--- src/hw/rtl/b2u_pkg.sv ---
`default_nettype none
// ----------------------------------------------------------------------------
// b2u_pkg
// Shared widths, coefficient sets and helper functions for the BGR to UYVY
// 4:2:2 converter.
// ----------------------------------------------------------------------------
package b2u_pkg;

    localparam int unsigned PIX_W          = 8;
    localparam int unsigned FRAME_HEIGHT_W = 13;
    localparam logic [FRAME_HEIGHT_W-1:0] SD_HEIGHT_LIMIT    = 13'd576;
    localparam logic [FRAME_HEIGHT_W-1:0] FRAME_HEIGHT_RESET = 13'd1080;

    localparam int unsigned COEF_W = 9;
    // Coefficient times an unsigned byte, signed.
    localparam int unsigned PROD_W = 17;
    // Three products plus the rounding term.
    localparam int unsigned SUM_W  = 19;
    localparam int unsigned FRAC_W = 8;
    // Weighted value after the floor shift.
    localparam int unsigned WGT_W  = SUM_W - FRAC_W;
    // Offsets, pair sums and averages before clamping.
    localparam int unsigned OUT_W  = 13;

    // Row and column codes of a coefficient set.
    localparam int unsigned ROW_LUMA = 0;
    localparam int unsigned ROW_CB   = 1;
    localparam int unsigned ROW_CR   = 2;
    localparam int unsigned COL_RED  = 0;
    localparam int unsigned COL_GRN  = 1;
    localparam int unsigned COL_BLU  = 2;

    typedef logic signed [COEF_W-1:0] t_coef;
    typedef t_coef [2:0][2:0] t_coef_set;

    typedef struct packed {
        logic s1;
        logic s2;
    } t_stage_en;

    function automatic t_coef_set coef_set(input logic bt709);
        t_coef_set c;
        if (bt709) begin
            c[ROW_LUMA][COL_RED] = 9'sd47;
            c[ROW_LUMA][COL_GRN] = 9'sd157;
            c[ROW_LUMA][COL_BLU] = 9'sd16;
            c[ROW_CB][COL_RED]   = -9'sd26;
            c[ROW_CB][COL_GRN]   = -9'sd87;
            c[ROW_CB][COL_BLU]   = 9'sd112;
            c[ROW_CR][COL_RED]   = 9'sd112;
            c[ROW_CR][COL_GRN]   = -9'sd102;
            c[ROW_CR][COL_BLU]   = -9'sd10;
        end else begin
            c[ROW_LUMA][COL_RED] = 9'sd66;
            c[ROW_LUMA][COL_GRN] = 9'sd129;
            c[ROW_LUMA][COL_BLU] = 9'sd25;
            c[ROW_CB][COL_RED]   = -9'sd38;
            c[ROW_CB][COL_GRN]   = -9'sd74;
            c[ROW_CB][COL_BLU]   = 9'sd112;
            c[ROW_CR][COL_RED]   = 9'sd112;
            c[ROW_CR][COL_GRN]   = -9'sd94;
            c[ROW_CR][COL_BLU]   = -9'sd18;
        end
        return c;
    endfunction

    function automatic logic [PIX_W-1:0] clamp8(input logic signed [OUT_W-1:0] v);
        logic [PIX_W-1:0] r;
        if (v < 0) begin
            r = '0;
        end else if (v > 255) begin
            r = '1;
        end else begin
            r = v[PIX_W-1:0];
        end
        return r;
    endfunction

endpackage
`default_nettype wire

--- src/hw/rtl/bgra_to_uyvy_422_converter_unit.sv ---
`default_nettype none
// ----------------------------------------------------------------------------
// bgra_to_uyvy_422_converter_unit
// Converts one horizontal pair of BGR pixels to one UYVY 4:2:2 group.
// ----------------------------------------------------------------------------
// The unit takes one pixel pair per clock while o_stall is low and passes
// it through products, row sums with the floor shift, then offsets, chroma
// averaging and clamping, each behind a register with its own valid bit. A
// stall on the output holds only the stages that are full, so bubbles close
// up and the input keeps accepting until the whole chain is occupied. The
// coefficient set (BT.601 for a frame height of at most 576, otherwise
// BT.709) is decoded when frame_height is written; write it only while no
// beat is in flight. The configuration port is always ready.
// ----------------------------------------------------------------------------
module bgra_to_uyvy_422_converter_unit
    import b2u_pkg::*;
(
    input  wire logic                      i_clk,
    input  wire logic                      i_rst_n,
    // Configuration write channel.
    input  wire logic                      i_cfg_valid,
    output logic                           o_cfg_ready,
    input  wire logic [FRAME_HEIGHT_W-1:0] i_cfg_frame_height,
    // Pixel pair input.
    input  wire logic                      i_valid,
    output logic                           o_stall,
    input  wire logic [PIX_W-1:0]          i_blue_first,
    input  wire logic [PIX_W-1:0]          i_green_first,
    input  wire logic [PIX_W-1:0]          i_red_first,
    input  wire logic [PIX_W-1:0]          i_blue_second,
    input  wire logic [PIX_W-1:0]          i_green_second,
    input  wire logic [PIX_W-1:0]          i_red_second,
    input  wire logic                      i_second_absent,
    // UYVY output.
    output logic                           o_valid,
    input  wire logic                      i_stall,
    output logic [PIX_W-1:0]               o_cb_average,
    output logic [PIX_W-1:0]               o_luma_first,
    output logic [PIX_W-1:0]               o_cr_average,
    output logic [PIX_W-1:0]               o_luma_second
);

    logic r_use_bt709;
    logic r_v1, r_v2, r_v3;
    logic en1, en2, en3;
    t_stage_en stage_en;
    t_coef_set coef;

    logic [PIX_W-1:0] red_b, green_b, blue_b;

    logic signed [WGT_W-1:0] y0_w, cb0_w, cr0_w;
    logic signed [WGT_W-1:0] y1_w, cb1_w, cr1_w;

    logic [PIX_W-1:0] r_cb, r_y0, r_cr, r_y1;
    logic [PIX_W-1:0] n_cb, n_y0, n_cr, n_y1;

    // A full stage advances when the one after it can take its beat.
    assign en3 = !r_v3 || !i_stall;
    assign en2 = !r_v2 || en3;
    assign en1 = !r_v1 || en2;
    assign stage_en = '{s1: en1, s2: en2};

    assign o_stall     = !en1;
    assign o_cfg_ready = 1'b1;

    always_ff @(posedge i_clk) begin
        if (!i_rst_n) begin
            r_use_bt709 <= (FRAME_HEIGHT_RESET > SD_HEIGHT_LIMIT);
        end else if (i_cfg_valid) begin
            r_use_bt709 <= (i_cfg_frame_height > SD_HEIGHT_LIMIT);
        end
    end

    assign coef = coef_set(r_use_bt709);

    // At an odd-width row end the first pixel stands in for the second.
    assign red_b   = i_second_absent ? i_red_first   : i_red_second;
    assign green_b = i_second_absent ? i_green_first : i_green_second;
    assign blue_b  = i_second_absent ? i_blue_first  : i_blue_second;

    b2u_pixel_mac u_mac_first (
        .i_clk    (i_clk),
        .i_en     (stage_en),
        .i_coef   (coef),
        .i_red    (i_red_first),
        .i_green  (i_green_first),
        .i_blue   (i_blue_first),
        .o_luma_w (y0_w),
        .o_cb_w   (cb0_w),
        .o_cr_w   (cr0_w)
    );

    b2u_pixel_mac u_mac_second (
        .i_clk    (i_clk),
        .i_en     (stage_en),
        .i_coef   (coef),
        .i_red    (red_b),
        .i_green  (green_b),
        .i_blue   (blue_b),
        .o_luma_w (y1_w),
        .o_cb_w   (cb1_w),
        .o_cr_w   (cr1_w)
    );

    always_comb begin
        logic signed [OUT_W-1:0] cb_sum, cr_sum, cb_avg, cr_avg;
        cb_sum = OUT_W'(cb0_w) + OUT_W'(cb1_w) + OUT_W'(256);
        cr_sum = OUT_W'(cr0_w) + OUT_W'(cr1_w) + OUT_W'(256);
        // The arithmetic shift floors, so a negative sum is bumped first to make the halving truncate toward zero.
        cb_avg = (cb_sum + signed'(OUT_W'(cb_sum < 0))) >>> 1;
        cr_avg = (cr_sum + signed'(OUT_W'(cr_sum < 0))) >>> 1;
        n_cb = clamp8(cb_avg);
        n_cr = clamp8(cr_avg);
        n_y0 = clamp8(OUT_W'(y0_w) + OUT_W'(16));
        n_y1 = clamp8(OUT_W'(y1_w) + OUT_W'(16));
    end

    always_ff @(posedge i_clk) begin
        if (!i_rst_n) begin
            r_v1 <= 1'b0;
            r_v2 <= 1'b0;
            r_v3 <= 1'b0;
        end else begin
            if (en1) begin
                r_v1 <= i_valid;
            end
            if (en2) begin
                r_v2 <= r_v1;
            end
            if (en3) begin
                r_v3 <= r_v2;
            end
        end
    end

    always_ff @(posedge i_clk) begin
        if (en3) begin
            r_cb <= n_cb;
            r_y0 <= n_y0;
            r_cr <= n_cr;
            r_y1 <= n_y1;
        end
    end

    assign o_valid       = r_v3;
    assign o_cb_average  = r_cb;
    assign o_luma_first  = r_y0;
    assign o_cr_average  = r_cr;
    assign o_luma_second = r_y1;

endmodule
`default_nettype wire

--- src/hw/rtl/b2u_pixel_mac.sv ---
`default_nettype none
// ----------------------------------------------------------------------------
// b2u_pixel_mac
// Two-stage weighted sum of one pixel: registered products, then the three
// row sums with rounding and the floor shift by 256.
// ----------------------------------------------------------------------------
module b2u_pixel_mac
    import b2u_pkg::*;
(
    input  wire logic                    i_clk,
    input  wire t_stage_en               i_en,
    input  wire t_coef_set               i_coef,
    input  wire logic [PIX_W-1:0]        i_red,
    input  wire logic [PIX_W-1:0]        i_green,
    input  wire logic [PIX_W-1:0]        i_blue,
    output logic signed [WGT_W-1:0]      o_luma_w,
    output logic signed [WGT_W-1:0]      o_cb_w,
    output logic signed [WGT_W-1:0]      o_cr_w
);

    logic signed [PROD_W-1:0] r_prod [3][3];
    logic signed [PROD_W-1:0] n_prod [3][3];
    logic signed [WGT_W-1:0]  r_wgt  [3];
    logic signed [WGT_W-1:0]  n_wgt  [3];

    always_comb begin
        logic signed [PROD_W-1:0] pix [3];
        pix[COL_RED] = signed'(PROD_W'(i_red));
        pix[COL_GRN] = signed'(PROD_W'(i_green));
        pix[COL_BLU] = signed'(PROD_W'(i_blue));
        for (int r = 0; r < 3; r++) begin
            for (int c = 0; c < 3; c++) begin
                n_prod[r][c] = PROD_W'(signed'(PROD_W'(signed'(i_coef[r][c]))) * pix[c]);
            end
        end
    end

    always_comb begin
        logic signed [SUM_W-1:0] sum;
        for (int r = 0; r < 3; r++) begin
            sum = SUM_W'(r_prod[r][COL_RED]) + SUM_W'(r_prod[r][COL_GRN])
                + SUM_W'(r_prod[r][COL_BLU]) + SUM_W'(128);
            // Arithmetic shift gives the floor for negative sums as well.
            n_wgt[r] = WGT_W'(sum >>> FRAC_W);
        end
    end

    always_ff @(posedge i_clk) begin
        if (i_en.s1) begin
            r_prod <= n_prod;
        end
        if (i_en.s2) begin
            r_wgt <= n_wgt;
        end
    end

    assign o_luma_w = r_wgt[ROW_LUMA];
    assign o_cb_w   = r_wgt[ROW_CB];
    assign o_cr_w   = r_wgt[ROW_CR];

endmodule
`default_nettype wire
--- config.mk ---
export PLATFORM = sky130hd
export DESIGN_NAME = bgra_to_uyvy_422_converter_unit
export DESIGN_NICKNAME = d
export VERILOG_FILES = /design/src/hw/rtl/b2u_pkg.sv /design/src/hw/rtl/bgra_to_uyvy_422_converter_unit.sv /design/src/hw/rtl/b2u_pixel_mac.sv
export SDC_FILE = /design/constraint.sdc
export NUM_CORES = 2
export LEC_CHECK = 0
export BUFFER_PORTS_ARGS = -buffer_cell sky130_fd_sc_hd__buf_2
export CELL_PAD_IN_SITES_DETAIL_PLACEMENT = 0
export CELL_PAD_IN_SITES_GLOBAL_PLACEMENT = 2
export CORE_UTILIZATION = 48
export DETAILED_ROUTE_END_ITERATION = 16
export PLACE_DENSITY = 0.95
export SYNTH_ARGS = -nofsm -noshare
export SYNTH_HDL_FRONTEND = slang
export SYNTH_SLANG_ARGS = --single-unit
--- constraint.sdc ---
create_clock -name i_clk -period 19 [get_ports i_clk]
set_input_delay 1.9 -clock i_clk [delete_from_list [all_inputs] [get_ports i_clk]]
set_output_delay 1.9 -clock i_clk [all_outputs]
set_load 0.02 [all_outputs]
Word level (Yosys, flattened, before mapping)
Cells that the tools add are included.

storage, ports and cells
  flip-flop bits (word level) = 404
  RAM bits = 0
  logic and storage cells = 103
  output and inout bits = 35
  ROM bits = 0
  bits of input ports = 67
  latch bits = 0
  memories kept = 0

cells by class
  multipliers = 18
  equal/unequal tests = 0
  mux-type cells = 8
  magnitude comparators = 11
  reduce and logical (&&, ||, !) cells = 8
  shifts and indexed selects = 0
  bitwise operators = 0
  div/mod/pow operators = 0
  add/sub/neg operators = 26

operator list
  kind                    number
  $mul 9x9->17            16
  $add 19x9->19 const B   6
  $add 17x17->18          6
  $mux 77                 1
  $add 18x17->19          4
  $mux 8                  7
  $gt 12x9->1 const B     4
  $lt 12x1->1 const B     4
  $add 18x15->19          2
  $mul 6x9->15            2
  $add 12x10->13 const B  2
  $add 13x2->13           2
  $lt 13x1->1 const B     2
  $add 11x11->12          2
  $add 11x6->12 const B   2
  $gt 13x10->1 const B    1
  $logic_not 1->1         5
  $logic_or 1x1->1        3

Depth between registers and ports, before layout
  depth after elaboration = 6
  depth in mapped cells = 23
  gate-level depth less buffers = 21

Modules after synthesis
Synthesis repeated with hierarchy kept, for this count alone.

unflattened totals
  cells, all modules = 7168
  area, all modules = 69833.2 um^2

by module, submodules not included
  module                           cells each  area an instance (um^2)  seq. area each (um^2)  times used
  b2u_pixel_mac at u_mac_first     3382        33109.3                  5585.4                 1
  b2u_pixel_mac at u_mac_second    3383        32952.9                  5585.4                 1
  bgra_to_uyvy_422_converter_unit  403         3771.1                   1041.0                 1

Least setup slack after synthesis
OpenSTA, ideal clock, no wires.

  path type = input-to-output
  start = in i_stall
  end = out o_stall
  arrival = 8.532 ns
  stages = 3
  path slack = 8.568 ns
  path buffers = 0
  data required time = 17.100 ns
  path through = and3_1 nand2_1 inv_1

on the way
  cells in the longest elaborated chain, start to end = 5

RTL lines
  what                RTL line                               text
  start: declaration  bgra_to_uyvy_422_converter_unit.sv:36  input wire logic i_stall,
  $logic_not 1->1     bgra_to_uyvy_422_converter_unit.sv:58  assign en3 = !r_v3 || !i_stall;
  $logic_or 1x1->1    bgra_to_uyvy_422_converter_unit.sv:58
  $logic_or 1x1->1    bgra_to_uyvy_422_converter_unit.sv:59  assign en2 = !r_v2 || en3;
  $logic_or 1x1->1    bgra_to_uyvy_422_converter_unit.sv:60  assign en1 = !r_v1 || en2;
  $logic_not 1->1     bgra_to_uyvy_422_converter_unit.sv:63  assign o_stall = !en1;
  end: declaration    bgra_to_uyvy_422_converter_unit.sv:26  output logic o_stall,

Every way passes these cells.

==> out/metrics.cfg <==
[status]
outcome=finished, final reports clean

[placed_design]
portBuffers=100
place_ws_ps=11450
dp.cells=5003
place_congestion=0.889
dpl.hpwl_um=74600

[logic_synthesis]
avgSynthCellArea_sq_um=10.9
synthFlopType=edfxtp_1
synthesis.area_sq_um=41100
async_reset_ff_share_pct=0
synth_cell_types=88
seq_area_frac_synth_pct=25.8
synthesis.yosys.warnings=0
synth.area.top_cells=edfxtp_1, ha_1, fa_1, inv_1, xnor2_1
synthCells=3767
synth.ff_latch_count=354
synth-edff-count=350
synth_top_area_share_pct=25.6
synth_top_area_cell=edfxtp_1

[global_routing]
track_usage_pct=21.3
antenna_found_initial=4
grt_first_pass_wirelength_um=142000
grt_max_degree=78
grt_pass1_vias=26600
grt-ovfl-total=0

[clock_tree]
cts_tree=done
post_cts_resized=0
cts.sinks=354
htree_levels=2
cts_buffers=43
clk-insertion-delay-late_ps=580
cts_buffer_depth=3
cts_hold_buffers=0
clk_pin_slew_ps=60
cts_root_buf=clkbuf_16
post_cts_buffers=0

[sta]
fmax_mhz=144
fin_crit_sh_pct=36.5
finalSetupViolCount=0
tightest_slew_ps=1040
final-hold-violation-count=0
setup_tns_ps=0
skew_ps=20.8
setup_slack_ps=12060
slew_violations=0
rsz0062_at_grt=false
min_period_ps=6940
slew_headroom_pct=30.7

[setup_path]
setup.worst_path.end_class=register
worstSetupPathType=in2reg
startpoint_type=input port
worstPathArrival_ps=7250
critical_path_required_ps=19310
cp_max_fo=24

[floorplanning]
fp.dieW_um=295
die_area_sq_um=86800
ios=102
initial_core_util_pct=48.8
rows=106
fp.dieH_um=295
core-area_sq_um=84200

[min_path]
hp-class=reg2reg

[layout]
area_growth_pct=8.07
drive_above_1_share_pct=5.73
fill_cells=7461
nNetsFinal=5241
utilization_pct=52.8
fin_cells=5080

[drt]
drc=0
dr.pass1.iters=5
vias_per_cell=5.08
wl_um=88200
drtIter0Drc=1371
final_antenna_net_count=0
wl_per_cell_um=17.4
vias=25800

[job]
drv_cap=0

-- kinds of logic after synthesis --
family / after synthesis / synth area share, %
muxes: 30 / 0.755
DFF: 354 / 25.8
buffers and inverters: 886 / 8.12
xor gates and xnor gates: 220 / 4.73
adders and majority gates: 1260 / 46.4
other: 2 / 0.0183
AOI/OAI and AO/OA: 462 / 7.39
and+or+nand+nor: 553 / 6.84
-- layout by cell type, fill, tap and decap left out, types with 11 or more instances in the layout --
cell type / Yosys / routed
nor2b_1: 44 / 44
o211ai_1: 13 / 13
o21bai_1: 32 / 32
a21o_1: 52 / 52
or2_2: 26 / 26
a21oi_1: 127 / 127
edfxtp_1: 350 / 350
nand2_1: 124 / 122
nand2b_1: 44 / 44
fa_1: 440 / 440
xnor2_1: 163 / 163
nand4_1: 12 / 12
ha_1: 820 / 820
nand3_1: 32 / 32
conb_1: 2 / 33
clkbuf_16: 0 / 45
a211oi_1: 19 / 19
and3_1: 11 / 11
and2_1: 14 / 14
nor2_1: 143 / 143
xor2_1: 56 / 56
a31oi_1: 17 / 17
o21a_1: 18 / 18
nor3_1: 42 / 42
or3_1: 16 / 16
o21ai_0: 88 / 88
a21boi_0: 19 / 19
mux2i_1: 22 / 22
buf_2: 0 / 100
inv_1: 851 / 850
-- final timing paths --
check,startpoint,end,slack [ps],cells past startpoint
setup reg to reg,r_use_bt709,u_mac_first.r_prod[84],13090,16
hold / removal,r_v2,o_valid,480,2
hold reg to reg,r_v2,o_valid,480,2
setup / recovery,i_second_absent,u_mac_second.r_prod[101],12060,16
-- layout make-up --
type                    instances  area, sq um  area share [%]
diodes                          1         2.50         0.00563
flip-flops and latches        354        10600            23.8
clock buffers                  52         1160            2.62
well taps                    1134         1420            3.19
repair buffers                105          538            1.21
clock inverters                24          204           0.459
multi-input cells            2558        27300            61.5
inverters                     852         3200            7.20
-- synth_stat cells, types with 8 or more instances --
cell type  count
mux2_2         8
xnor2_1      163
o21bai_1      32
nor2b_1       44
a21oi_1      127
nor4_1         8
nand3_1       32
nor3_1        42
a21boi_0      19
a211oi_1      19
and2_1        14
ha_1         820
or3_1         16
nor2_1       143
o21a_1        18
and3_1        11
or2_2         26
a31oi_1       17
edfxtp_1     350
xor2_1        56
clkbuf_1      27
nand2b_1      44
o21ai_0       88
mux2i_1       22
nand2_1      124
a21o_1        52
o211ai_1      13
o22ai_1       10
nand4_1       12
fa_1         440
inv_1        851
-- flip-flops by register name, summed over array words and instances (netlist names), 10 cells and up --
name	flops
u_mac_second.o_luma_w	10
u_mac_second.r_prod	127
u_mac_first.o_cb_w	11
u_mac_first.r_prod	127
u_mac_first.o_cr_w	11
u_mac_second.o_cr_w	11
u_mac_first.o_luma_w	10
u_mac_second.o_cb_w	11
-- metal layers --
metal / wire [um] / track usage, %
met5: 0 / 0
met4: 1470 / 4.03
met3: 5170 / 3.63
met2: 38700 / 34.0
met1: 42800 / 30.6
-- metrics by stage --
stage,hold slack (ps),area [sq um]
floorplan,440,41200
global placement,460,43100
detailed placement,468,43100
CTS,482,44400
global route,524,44400
finish,482,44400
-- worst max-delay path, stage by stage --
cell	delay, ps
buf_2	630
mux2i_1	450
inv_1	240
fa_1	810
inv_1	120
fa_1	570
fa_1	440
fa_1	540
inv_1	50
ha_1	320
nor2b_1	130
o21ai_0	200
a21oi_1	120
a41o_1	270
o41ai_1	310
xnor2_1	120
Power is not shown: default switching activity piles up to over one toggle a cycle in this logic, so the estimate is an artifact.
